$ cat src/hw/rtl/fcpa_pkg.sv
package fcpa_pkg;

  // Field and register widths
  localparam int OFF_W    = 26;
  localparam int CMD_W    = 2;
  localparam int STAT_W   = 3;
  localparam int CBYTES_W = 17;
  localparam int CCOUNT_W = 11;
  localparam int CADDR_W  = 1;
  localparam int SIZE_W   = 17;

  // Chunk size limits
  localparam int MIN_CHUNK_BYTES = 8;
  localparam int MAX_CHUNK_BYTES = 65536;

  // Defaults for the top-level parameters
  localparam int POOL_CHUNKS_DEF = 1024;
  localparam int ALIGN_BYTES_DEF = 8;

  // Register reset values
  localparam logic [CBYTES_W-1:0] CHUNK_BYTES_RST = 17'd8;
  localparam logic [CCOUNT_W-1:0] CHUNK_COUNT_RST = 11'd1024;

  // Configuration register indexes
  localparam logic [CADDR_W-1:0] CFG_CHUNK_BYTES = 1'b0;
  localparam logic [CADDR_W-1:0] CFG_CHUNK_COUNT = 1'b1;

  typedef enum logic [CMD_W-1:0] {
    CMD_ALLOC = 2'd0,
    CMD_FREE  = 2'd1,
    CMD_RESET = 2'd2,
    CMD_NOP   = 2'd3
  } cmd_t;

  typedef enum logic [STAT_W-1:0] {
    ST_OK       = 3'd0,
    ST_EMPTY    = 3'd1,
    ST_NOT_POOL = 3'd2,
    ST_NULL     = 3'd3,
    ST_OVERFLOW = 3'd4
  } status_t;

  // Controller to datapath
  typedef struct packed {
    logic    load_item;
    logic    calc_q;
    logic    calc_size;
    logic    pop;
    logic    mul;
    logic    calc_limit;
    logic    div_init;
    logic    div_step;
    logic    push;
    logic    walk_init;
    logic    walk_step;
    logic    fill_done;
    logic    set_res;
    status_t res_code;
    logic    load_out;
  } ctrl_cmd_t;

  // Datapath to controller
  typedef struct packed {
    cmd_t item_cmd;
    logic pvalid;
    logic count_zero;
    logic n_zero;
    logic off_ge_limit;
    logic rem_nonzero;
    logic count_ge_n;
    logic div_last;
    logic walk_last;
    logic out_free;
  } ctrl_stat_t;

endpackage

$ cat src/hw/rtl/fcpa_ctrl.sv
module fcpa_ctrl (
  input  logic                 clk,
  input  logic                 rst,
  input  logic                 in_valid,
  output logic                 in_ready,
  input  fcpa_pkg::ctrl_stat_t stat,
  output fcpa_pkg::ctrl_cmd_t  cmd
);

  typedef enum logic [10:0] {
    S_IDLE  = 11'b00000000001,
    S_SIZE  = 11'b00000000010,
    S_SCALE = 11'b00000000100,
    S_MUL   = 11'b00000001000,
    S_LIMIT = 11'b00000010000,
    S_CHECK = 11'b00000100000,
    S_DIV   = 11'b00001000000,
    S_TEST  = 11'b00010000000,
    S_WALK  = 11'b00100000000,
    S_OUT   = 11'b01000000000,
    S_SPARE = 11'b10000000000
  } state_t;

  state_t state, state_next;

  assign in_ready = (state == S_IDLE);

  // State register
  always_ff @(posedge clk) begin
    if (rst) begin
      state <= S_IDLE;
    end else begin
      state <= state_next;
    end
  end

  // Sequencing and datapath commands
  always_comb begin
    state_next   = state;
    cmd          = '0;
    cmd.res_code = fcpa_pkg::ST_OK;
    case (state)
      S_IDLE: begin
        if (in_valid) begin
          cmd.load_item = 1'b1;
          state_next    = S_SIZE;
        end
      end
      S_SIZE: begin
        cmd.calc_q = 1'b1;
        state_next = S_SCALE;
      end
      S_SCALE: begin
        cmd.calc_size = 1'b1;
        case (stat.item_cmd)
          fcpa_pkg::CMD_ALLOC: begin
            if (stat.count_zero) begin
              cmd.set_res  = 1'b1;
              cmd.res_code = fcpa_pkg::ST_EMPTY;
              state_next   = S_OUT;
            end else begin
              cmd.pop    = 1'b1;
              state_next = S_MUL;
            end
          end
          fcpa_pkg::CMD_FREE: begin
            if (!stat.pvalid) begin
              cmd.set_res  = 1'b1;
              cmd.res_code = fcpa_pkg::ST_NULL;
              state_next   = S_OUT;
            end else begin
              state_next = S_LIMIT;
            end
          end
          fcpa_pkg::CMD_RESET: begin
            if (stat.n_zero) begin
              cmd.fill_done = 1'b1;
              cmd.set_res   = 1'b1;
              state_next    = S_OUT;
            end else begin
              cmd.walk_init = 1'b1;
              state_next    = S_WALK;
            end
          end
          default: begin
            cmd.set_res = 1'b1;
            state_next  = S_OUT;
          end
        endcase
      end
      S_MUL: begin
        cmd.mul    = 1'b1;
        state_next = S_OUT;
      end
      S_LIMIT: begin
        cmd.calc_limit = 1'b1;
        state_next     = S_CHECK;
      end
      S_CHECK: begin
        if (stat.off_ge_limit) begin
          cmd.set_res  = 1'b1;
          cmd.res_code = fcpa_pkg::ST_NOT_POOL;
          state_next   = S_OUT;
        end else begin
          cmd.div_init = 1'b1;
          state_next   = S_DIV;
        end
      end
      S_DIV: begin
        cmd.div_step = 1'b1;
        if (stat.div_last) begin
          state_next = S_TEST;
        end
      end
      S_TEST: begin
        cmd.set_res = 1'b1;
        state_next  = S_OUT;
        if (stat.rem_nonzero) begin
          cmd.res_code = fcpa_pkg::ST_NOT_POOL;
        end else if (stat.count_ge_n) begin
          cmd.res_code = fcpa_pkg::ST_OVERFLOW;
        end else begin
          cmd.push = 1'b1;
        end
      end
      S_WALK: begin
        cmd.walk_step = 1'b1;
        if (stat.walk_last) begin
          cmd.fill_done = 1'b1;
          cmd.set_res   = 1'b1;
          state_next    = S_OUT;
        end
      end
      S_OUT: begin
        if (stat.out_free) begin
          cmd.load_out = 1'b1;
          state_next   = S_IDLE;
        end
      end
      default: begin
        state_next = S_IDLE;
      end
    endcase
  end

endmodule

$ cat config.mk
export PLATFORM = sky130hd
export DESIGN_NAME = fcpa_ctrl
export DESIGN_NICKNAME = d
export VERILOG_FILES = /design/src/hw/rtl/fcpa_pkg.sv /design/src/hw/rtl/fcpa_ctrl.sv
export SDC_FILE = /design/constraint.sdc
export NUM_CORES = 1
export LEC_CHECK = 0
export BUFFER_PORTS_ARGS = -buffer_cell sky130_fd_sc_hd__buf_2
export CORE_UTILIZATION = 24
export DETAILED_ROUTE_END_ITERATION = 10
export PLACE_DENSITY = 0.51
export SLEW_MARGIN = 10
export SYNTH_ARGS = -nofsm -noshare
export SYNTH_HDL_FRONTEND = slang
export SYNTH_SLANG_ARGS = --single-unit
$ cat constraint.sdc
create_clock -name clk -period 3.4 [get_ports clk]
set_input_delay 0.34 -clock clk [delete_from_list [all_inputs] [get_ports clk]]
set_output_delay 0.34 -clock clk [all_outputs]
set_load 0.05 [all_outputs]
==> results of run 1 <==
==> metal layers <==
metal	part of all wire, %	up-vias	wire length (microns)	track usage [%]
met5	0	-	0	0
met3	5.5	5	112	3.35
li1	-	411	-	-
met2	44	34	908	20.2
met1	48	367	993	15.9
met4	1.7	0	34	5.10
==> critical path, delay by kind of cell, from the launching register on <==
family / cells / cell delay (ns)
and+or+nand+nor: 2 / 0.75
AOI/OAI and AO/OA: 2 / 0.48
DFF: 1 / 0.40
buffers and inverters: 1 / 0.25
==> worst max path at each step <==
stage,to,slack (ns)
2_1_floorplan,cmd[3],0.82
3_3_place_gp,cmd[4],1.27
3_5_place_dp,cmd[4],1.20
4_1_cts,cmd[4],0.89
5_1_grt,cmd[2],0.76
6_report,cmd[4],0.91
==> layout make-up <==
type / count / area [sq um] / share of cell area (%)
repair buffers: 31 / 155 / 15.6
well taps: 44 / 55.1 / 5.53
inverters: 9 / 33.8 / 3.39
clock buffers: 4 / 36.3 / 3.64
flip-flops and latches: 10 / 200 / 20.1
multi-input cells: 70 / 515 / 51.8
==> cell families after synthesis <==
family	share of synthesized area [%]
compound gates	19.8
xor+xnor	1.16
buf+inv	5.45
flops	26.4
simple gates	47.1
==> through the flow <==
| stage | utilization [%] | worst slack [ns] | total power, mW |
|---|---|---|---|
| after detailed placement | 31.7 | 1.20 | 0.235 |
| after floorplan | - | 0.821 | 0.206 |
| after global routing | 32.9 | 0.759 | 0.363 |
| final | 32.9 | 0.906 | 0.343 |
| after CTS | 32.9 | 0.886 | 0.347 |
| after global placement | 31.7 | 1.27 | 0.234 |
==> cells in the mapped netlist (2+ instances only) <==
library cell  count  share of area, %
nor2_1           11               5.5
dfxtp_1          10                26
inv_1             9               4.5
nor3b_1           5               5.0
nand2_1           4               2.0
nor3_1            4               2.6
o21ai_0           4               2.6
a21oi_1           3               2.0
nand4_1           3               2.5
nand4b_1          3               3.5
and3_1            2               1.7
and4_1            2               2.3
nand3_1           2               1.3
nor2b_1           2               1.7
nor4_4            2               5.6
or3_1             2               1.7
==> layout by cell type, fill, tap and decap left out, types with 2 or more instances in the layout <==
master	count
or3_1	2
nor4_4	2
and3_1	2
nor2_1	11
nor3b_1	5
nand4b_1	3
nand4_1	3
nand2_1	4
dfxtp_1	10
a21oi_1	3
buf_2	31
nor3_1	4
o21ai_0	4
clkbuf_4	3
and4_1	2
inv_1	9
nand3_1	2
nor2b_1	2
==> power by group through the flow <==
stage / clock, mW / sequential, mW / combinational [mW]
6_report: 0.111 / 0.131 / 0.101
5_1_grt: 0.123 / 0.132 / 0.108
4_1_cts: 0.115 / 0.132 / 0.101
3_5_place_dp: 0 / 0.134 / 0.101
3_3_place_gp: 0 / 0.134 / 0.100
2_1_floorplan: 0 / 0.133 / 0.0728
==> metrics.yaml, run 1 <==
cts:
  post_cts_buffers: 0
  cts.repair.resized: 0
  numCtsBuffers: 3
  ctsHtreeMaxLevel: 1
  root_buffer: "clkbuf_4"
  clk-insertion-delay-late_ns: 0.27
  cts.path.max_buffers: 2
  cts.reportedPaths.clkPinSlew_ns: 0.07
  cts_tree: "yes"
  holdBufCountCts: 0
  clock_sink_count: 10
placed_design:
  dpl.hpwl_microns: 1640
  dpl_cell_area_sq_um: 960
  port_buffers: 31
  gp_congestion: 0.782
  dp_cells: 164
critical_path:
  slowest_stage: "nor4_4"
  crit_start: "state[6]"
  r2r_start: "state[6]"
  endpoint_kind: "primary output"
  setup.worst_path.class: "reg -> out"
  worstPathArrival_ns: 2.15
  critPathMaxStageDelay_ns: 0.52
  critPathMaxFanout: 7
  r2r_slack_ns: 1.46
  timing.rr.end: "state[1]"
  startpoint_type: "register"
  r2r_cells: 5
  crit_chain: "nor4_4 > nand4b_4 > o311ai_4 > a21o_2 > buf_2"
  crit_required_ns: 3.06
die:
  coreArea_sq_um: 3030
  start_util_pct: 25.0
  rows: 20
  die_width_microns: 58.2
  chipHeight_microns: 58.2
  die-area_sq_um: 3380
  io_pins: 32
detailed_routing:
  routed_wirelength_microns: 2050
  dr.pass1.iters: 4
  drc: 0
  vias_per_cell: 4.86
  wire_per_inst_microns: 12.2
  vias: 817
  drt-initial-drc-count: 29
  ant_nets: 0
logic_synthesis:
  syn-cell-area_sq_um: 757
  synthCells: 90
  synth_seq_cells: 10
  synth_edf_count: 0
  ys_async_sr_fraction_pct: 0
  yosysUniqueCellTypes: 38
  ys_seq_area_share_pct: 26.4
  ys.flop_type: "dfxtp_1"
  synth_area_per_cell_sq_um: 8.41
  yosys_warnings: 0
  syn_nets: 104
layout:
  filler_cell_count: 343
  nNetsFinal: 139
  final_cells: 168
  top_regs: "state x10"
  largest_register_ffs: 10
  area_delta_synth_final_pct: 31.6
  regMostFlops: "state"
  n_antenna_cell: 0
  drive_above_1_share_pct: 37.1
  stdcell_area_sq_um: 996
pwr:
  p_seq_share_pct: 38.3
  switching_share_pct: 36.0
  combPwrFrac_pct: 29.4
  p_sw_uw: 124
  peakVddDrop_uv: 91.4
  internal_power_uw: 219
  power.leakage_nw: 0.494
  p_per_area_nw_per_um2: 344
  clkPwrFrac_pct: 32.3
timing:
  whs_ns: 0.316
  slew_viol_final: 0
  worst_slew_pin_slew_ns: 0.533
  timing.setup.tns_ns: 0
  rsz0062_at_grt: "no"
  finalCriticalPeriod_ns: 2.49
  max_freq_ghz: 0.401
  hold_violations: 0
  fin_worst_skew_ns: 0.00112
  relSlewSlack_pct: 64.2
  fin_crit_sh_pct: 73.4
  setup_viol: 0
run_status:
  status: "completed"
min_path:
  hp-class: "in -> reg"
  worst_hold_path.num_cells: 2
  min_to: "state[9]"
  hold_start: "rst"
grt:
  grt_max_degree: 11
  gr-usage-all-layers_pct: 12.6
  grt_antenna_before_repair: 0
  gr-total-overflow: 0
  grt_pass1_wl_microns: 3200
  grt_pass1_vias: 698
flow_run:
  max_cap_violations: 0
Note: power is estimated with default switching activity, not from simulation.
==> run 2: changes to the inputs <==
--- a/config.mk
+++ b/config.mk
@@ -8,7 +8,7 @@
 export BUFFER_PORTS_ARGS = -buffer_cell sky130_fd_sc_hd__buf_2
 export CORE_UTILIZATION = 24
 export DETAILED_ROUTE_END_ITERATION = 10
-export PLACE_DENSITY = 0.51
+export PLACE_DENSITY = 0.52
 export SLEW_MARGIN = 10
 export SYNTH_ARGS = -nofsm -noshare
 export SYNTH_HDL_FRONTEND = slang
==> constraint.sdc (replaced) <==
create_clock -name clk -period 2 [get_ports clk]
set_input_delay 0.2 -clock clk [delete_from_list [all_inputs] [get_ports clk]]
set_output_delay 0.2 -clock clk [all_outputs]
set_load 0.05 [all_outputs]
==> metrics.yaml, run 2 (synthesized netlist as in run 1, its figures left out) <==
timing:
  fin_worst_skew_ns: 0.00139
  worst_slew_pin_slew_ns: 0.475
  slew_viol_final: 0
  setup_viol: 1
  timing.setup.tns_ns: -0.00606
  fin_crit_sh_pct: 100
  finalCriticalPeriod_ns: 2.01
  whs_ns: 0.180
  max_freq_ghz: 0.498
  relSlewSlack_pct: 68.0
  worst_slack_ns: -0.00606
  rsz0062_at_grt: "yes"
  hold_violations: 0
pwr:
  peakVddDrop_uv: 188
  p_per_area_nw_per_um2: 482
  power.leakage_nw: 0.620
  finalPower_uw: 643
grt:
  grt_pass1_vias: 858
  grt_max_degree: 9
  grt_antenna_before_repair: 0
  gr-total-overflow: 0
  gr-usage-all-layers_pct: 14.9
  grt_pass1_wl_microns: 3880
detailed_routing:
  drc: 0
  ant_nets: 0
  vias_per_cell: 4.81
  vias: 910
  routed_wirelength_microns: 2490
  wire_per_inst_microns: 13.2
  drt-initial-drc-count: 11
  dr.pass1.iters: 4
layout:
  stdcell_area_sq_um: 1330
  final_cells: 189
  area_delta_synth_final_pct: 76.2
  nNetsFinal: 160
  largest_register_ffs: 10
  regMostFlops: "state"
  n_antenna_cell: 0
  final_cell_mix: "26 x buf_4, 17 x buf_2, 10 x nor2_1"
  top_regs: "state x10"
  final_core_util_pct: 44.0
  final_common_cell: "buf_4"
  drive_above_1_share_pct: 60.7
die:
  chipHeight_microns: 58.2
  die-area_sq_um: 3380
  io_pins: 32
  rows: 20
  start_util_pct: 25.0
  coreArea_sq_um: 3030
  die_width_microns: 58.2
cts:
  cts_tree: "yes"
  cts.path.max_buffers: 2
  clk-insertion-delay-late_ns: 0.27
  ctsHtreeMaxLevel: 1
  numCtsBuffers: 3
  clock_sink_count: 10
  cts.reportedPaths.clkPinSlew_ns: 0.07
  root_buffer: "clkbuf_4"
placed_design:
  dpl.hpwl_microns: 1750
  gp_congestion: 0.770
  post-place-ws_ns: 0.0627
  dpl_cell_area_sq_um: 1050
  port_buffers: 31
  dp_cells: 172
critical_path:
  crit_required_ns: 1.80
  setup.worst_path.class: "reg -> out"
  startpoint_type: "register"
  worstPathArrival_ns: 1.81
  critPathMaxFanout: 8
  endpoint_kind: "primary output"
min_path:
  hp-class: "in -> reg"
run_status:
  violations: "setup timing"
  status: "finished, violations left"
flow_run:
  max_cap_violations: 0
-- run 2: cell count changes in the layout (fill, tap and decap cells not counted), moves of 3 or more --
cell,delta
buf_4,+26
buf_2,-14
buf_6,+7
dfxtp_1,-5
dfxtp_2,+5
nor3_1,-3
-- run 2: final cells by class --
type	count	area (sq um)
fill	308	1690
tap	44	55.1
inverter	9	33.8
sequential	10	206
clock buffer	4	36.3
multi-input combinational	70	613
timing repair buffer	52	389
-- run 2: timing repair --
action,CTS,global route
endpoints found under the setup margin,9,15
pin swaps,9,7
setup buffers,6,7
hold buffers,0,0
resized for setup,21,27
-- run 2: layer usage --
metal | share of wire (%) | up-vias | track usage (%)
li1 | - | 451 | -
met1 | 43 | 430 | 18.7
met2 | 51 | 29 | 25.9
met3 | 5.3 | 0 | 3.35
met4 | 0 | 0 | 3.06
met5 | 0 | - | 0
-- run 2: report_power, final --
part	internal, mW	switching [mW]	total (mW)
clock network	0.111	0.0735	0.184
logic	0.0960	0.135	0.231
registers	0.210	0.0174	0.227
-- run 2: path summary, 6_finish.rpt --
| check | slack [ns] | depth (start not counted) | startpoint | to |
|---|---|---|---|---|
| min | 0.18 | 2 | rst | state[9] |
| max reg2reg | 0.12 | 7 | state[3] | state[0] |
| max | -0.006 | 5 | state[5] | cmd[7] |
| min reg2reg | 0.63 | 2 | state[1] | state[2] |
-- run 2: critical path, cell delays in order, from the launching register on --
cell      delay (ns)
dfxtp_2         0.39
nor4_4          0.35
nand4b_4        0.21
or3_4           0.38
inv_2           0.07
buf_8           0.13
==> run 3: changes to the inputs <==
--- a/config.mk
+++ b/config.mk
@@ -5,6 +5,7 @@
 export SDC_FILE = /design/constraint.sdc
 export NUM_CORES = 1
 export LEC_CHECK = 0
+export ABC_AREA = 1
 export BUFFER_PORTS_ARGS = -buffer_cell sky130_fd_sc_hd__buf_2
 export CORE_UTILIZATION = 24
 export DETAILED_ROUTE_END_ITERATION = 10
==> metrics.yaml, run 3 <==
grt:
  grt_pass1_vias: 792
  grt_antenna_before_repair: 0
  gr-total-overflow: 0
  grt_max_degree: 10
  gr-usage-all-layers_pct: 12.5
  grt_pass1_wl_microns: 3330
logic_synthesis:
  yosys_warnings: 0
  synth_seq_cells: 10
  syn-cell-area_sq_um: 838
  yosysUniqueCellTypes: 22
  synth_edf_count: 0
  ys.flop_type: "dfxtp_1"
  yosysMostFrequentCell: "inv_1"
  synth_top_area_share_pct: 23.9
  yosys.area.top_type: "dfxtp_1"
  synthTopCellsByArea: "dfxtp_1 24%, inv_1 17%, nor2_1 13%"
  synthTopCellsByCount: "37 x inv_1, 28 x nor2_1, 18 x nand2_1, 15 x nand3_1, 10 x dfxtp_1"
  ys_async_sr_fraction_pct: 0
  syn_nets: 154
  synth_area_per_cell_sq_um: 5.99
  synthCells: 140
  ys_seq_area_share_pct: 23.9
timing:
  timing.setup.tns_ns: 0
  fin_worst_skew_ns: 0.00376
  hold_violations: 0
  setup_viol: 0
  relSlewSlack_pct: 83.4
  rsz0062_at_grt: "no"
  max_freq_ghz: 0.532
  worst_slew_pin_slew_ns: 0.247
  slew_viol_final: 0
  finalCriticalPeriod_ns: 1.88
  fin_crit_sh_pct: 94.1
critical_path:
  endpoint_kind: "primary output"
  crit_chain: "nor2_2 > inv_2 > nor2_4 > nand3_4 > nor4_4 > buf_2"
  r2r_start: "state[8]"
  crit_required_ns: 1.80
  critPathMaxStageDelay_ns: 0.34
  path_buf_inv: 2
  setup.worst_path.class: "reg -> out"
  timing.rr.end: "state[9]"
  worstPathArrival_ns: 1.68
  critPathMaxFanout: 9
  cpLargestDelayFamily: "simple AND/OR/NAND/NOR gates"
  startpoint_type: "register"
  r2r_cells: 10
  r2r_slack_ns: 0.54
  slowest_stage: "dfxtp_1"
layout:
  final_cell_mix: "37 x inv_1, 27 x nor2_1, 26 x buf_2"
  largest_register_ffs: 10
  drive_above_1_share_pct: 33.7
  top_regs: "state x10"
  final_common_cell: "inv_1"
  filler_cell_count: 385
  multiInputGateArea_sq_um: 492
  regMostFlops: "state"
  area_delta_synth_final_pct: 32.1
  register_area_sq_um: 200
  nNetsFinal: 190
  final_core_util_pct: 33.2
  n_antenna_cell: 0
die:
  start_util_pct: 25.1
  die_width_microns: 61.1
  chipHeight_microns: 61.1
  coreArea_sq_um: 3340
  io_pins: 32
  rows: 21
  die-area_sq_um: 3730
cts:
  holdBufCountCts: 0
  root_buffer: "clkbuf_4"
  cts_tree: "yes"
  cts.reportedPaths.clkPinSlew_ns: 0.07
  post_cts_buffers: 0
  ctsHtreeMaxLevel: 1
  numCtsBuffers: 3
  cts.path.max_buffers: 2
  clock_sink_count: 10
  clk-insertion-delay-late_ns: 0.26
detailed_routing:
  routed_wirelength_microns: 2000
  wl_met1_microns: 958
  met2_length_microns: 899
  maxUsedRoutingLayer: "met4"
  drt-initial-drc-count: 13
  wire_per_inst_microns: 9.04
  ant_nets: 0
  drc: 0
  dr.pass1.iters: 4
  wl_met3_microns: 125
  vias_per_cell: 4.09
  vias: 904
flow_run:
  max_cap_violations: 0
min_path:
  hold_start: "rst"
  worst_hold_path.num_cells: 2
  min_to: "state[6]"
  hp-class: "in -> reg"
placed_design:
  gp_congestion: 0.832
  dpl.hpwl_microns: 1790
  port_buffers: 31
pwr:
  combPwrFrac_pct: 58.7
  internal_power_uw: 512
  peakVddDrop_uv: 224
  p_per_area_nw_per_um2: 951
  p_sw_uw: 540
  clkPwrFrac_pct: 16.8
  p_seq_share_pct: 24.5
  power.leakage_nw: 0.678
  switching_share_pct: 51.3
run_status:
  status: "completed"
==> run 3: cell count changes after synthesis, moves of 3 or more <==
cell | previous run | this run
nor2_2 | 0 | 7
nor3b_1 | 5 | 0
nor3_1 | 4 | 1
nand4b_1 | 3 | 0
nand2_1 | 4 | 18
nand4_1 | 3 | 0
inv_2 | 0 | 3
nor2_1 | 11 | 28
nand3_1 | 2 | 15
inv_1 | 9 | 37
nand2_2 | 0 | 5
==> run 3: worst max path at each step <==
stage / startpoint / endpoint / cells after the start
after CTS: state[8] / cmd[4] / 8
after global routing: state[8] / cmd[8] / 8
after detailed placement: state[8] / cmd[4] / 8
after floorplan: state[4] / cmd[5] / 7
after global placement: state[8] / cmd[13] / 6
final: state[8] / cmd[13] / 6
==> run 3: stage by stage <==
stage	cells	hold slack (ns)	setup WS (ns)	power, mW	area (sq um)
global route	221	0.156	0.00778	1.15	1110
CTS	221	0.145	0.0883	1.06	1090
global placement	217	0.432	0.372	0.881	1050
floorplan	140	0.269	0.0914	0.743	838
detailed placement	217	0.434	0.377	0.882	1050
finish	221	0.163	0.119	1.05	1110
==> run 3: layer usage <==
metal	GRT usage (%)	vias up
li1	-	489
met1	15.6	387
met4	5.84	0
met3	2.73	2
met2	20.5	26
met5	0	-
==> run 3: repair_timing <==
item / 4_1_cts / 5_1_grt
setup endpoints to repair: 0 / 5
hold endpoints to repair: 0 / 0
gates resized for setup: 0 / 8
==> run 3: area by class of cell <==
class | count | share of cell area [%]
clock buffers | 4 | 3.28
inverters | 41 | 13.9
multi-input cells | 89 | 44.4
flip-flops and latches | 10 | 18.1
well taps | 46 | 5.20
repair buffers | 31 | 15.1
==> run 3: kinds of logic (layout without fill, tap and decap cells) <==
group / after synthesis / count (layout) / share of synthesized area, %
AOI/OAI and AO/OA: 6 / 6 / 4.48
buffers and inverters: 41 / 76 / 18.4
DFF: 10 / 10 / 23.9
and+or+nand+nor: 83 / 83 / 53.3
==> run 3: power groups by stage <==
| stage | Sequential (mW) | Clock (mW) | Combinational, mW |
|---|---|---|---|
| finish | 0.258 | 0.177 | 0.618 |
| global route | 0.261 | 0.198 | 0.687 |
| CTS | 0.258 | 0.187 | 0.620 |
| detailed placement | 0.263 | 0 | 0.619 |
| global placement | 0.261 | 0 | 0.620 |
| floorplan | 0.258 | 0 | 0.485 |
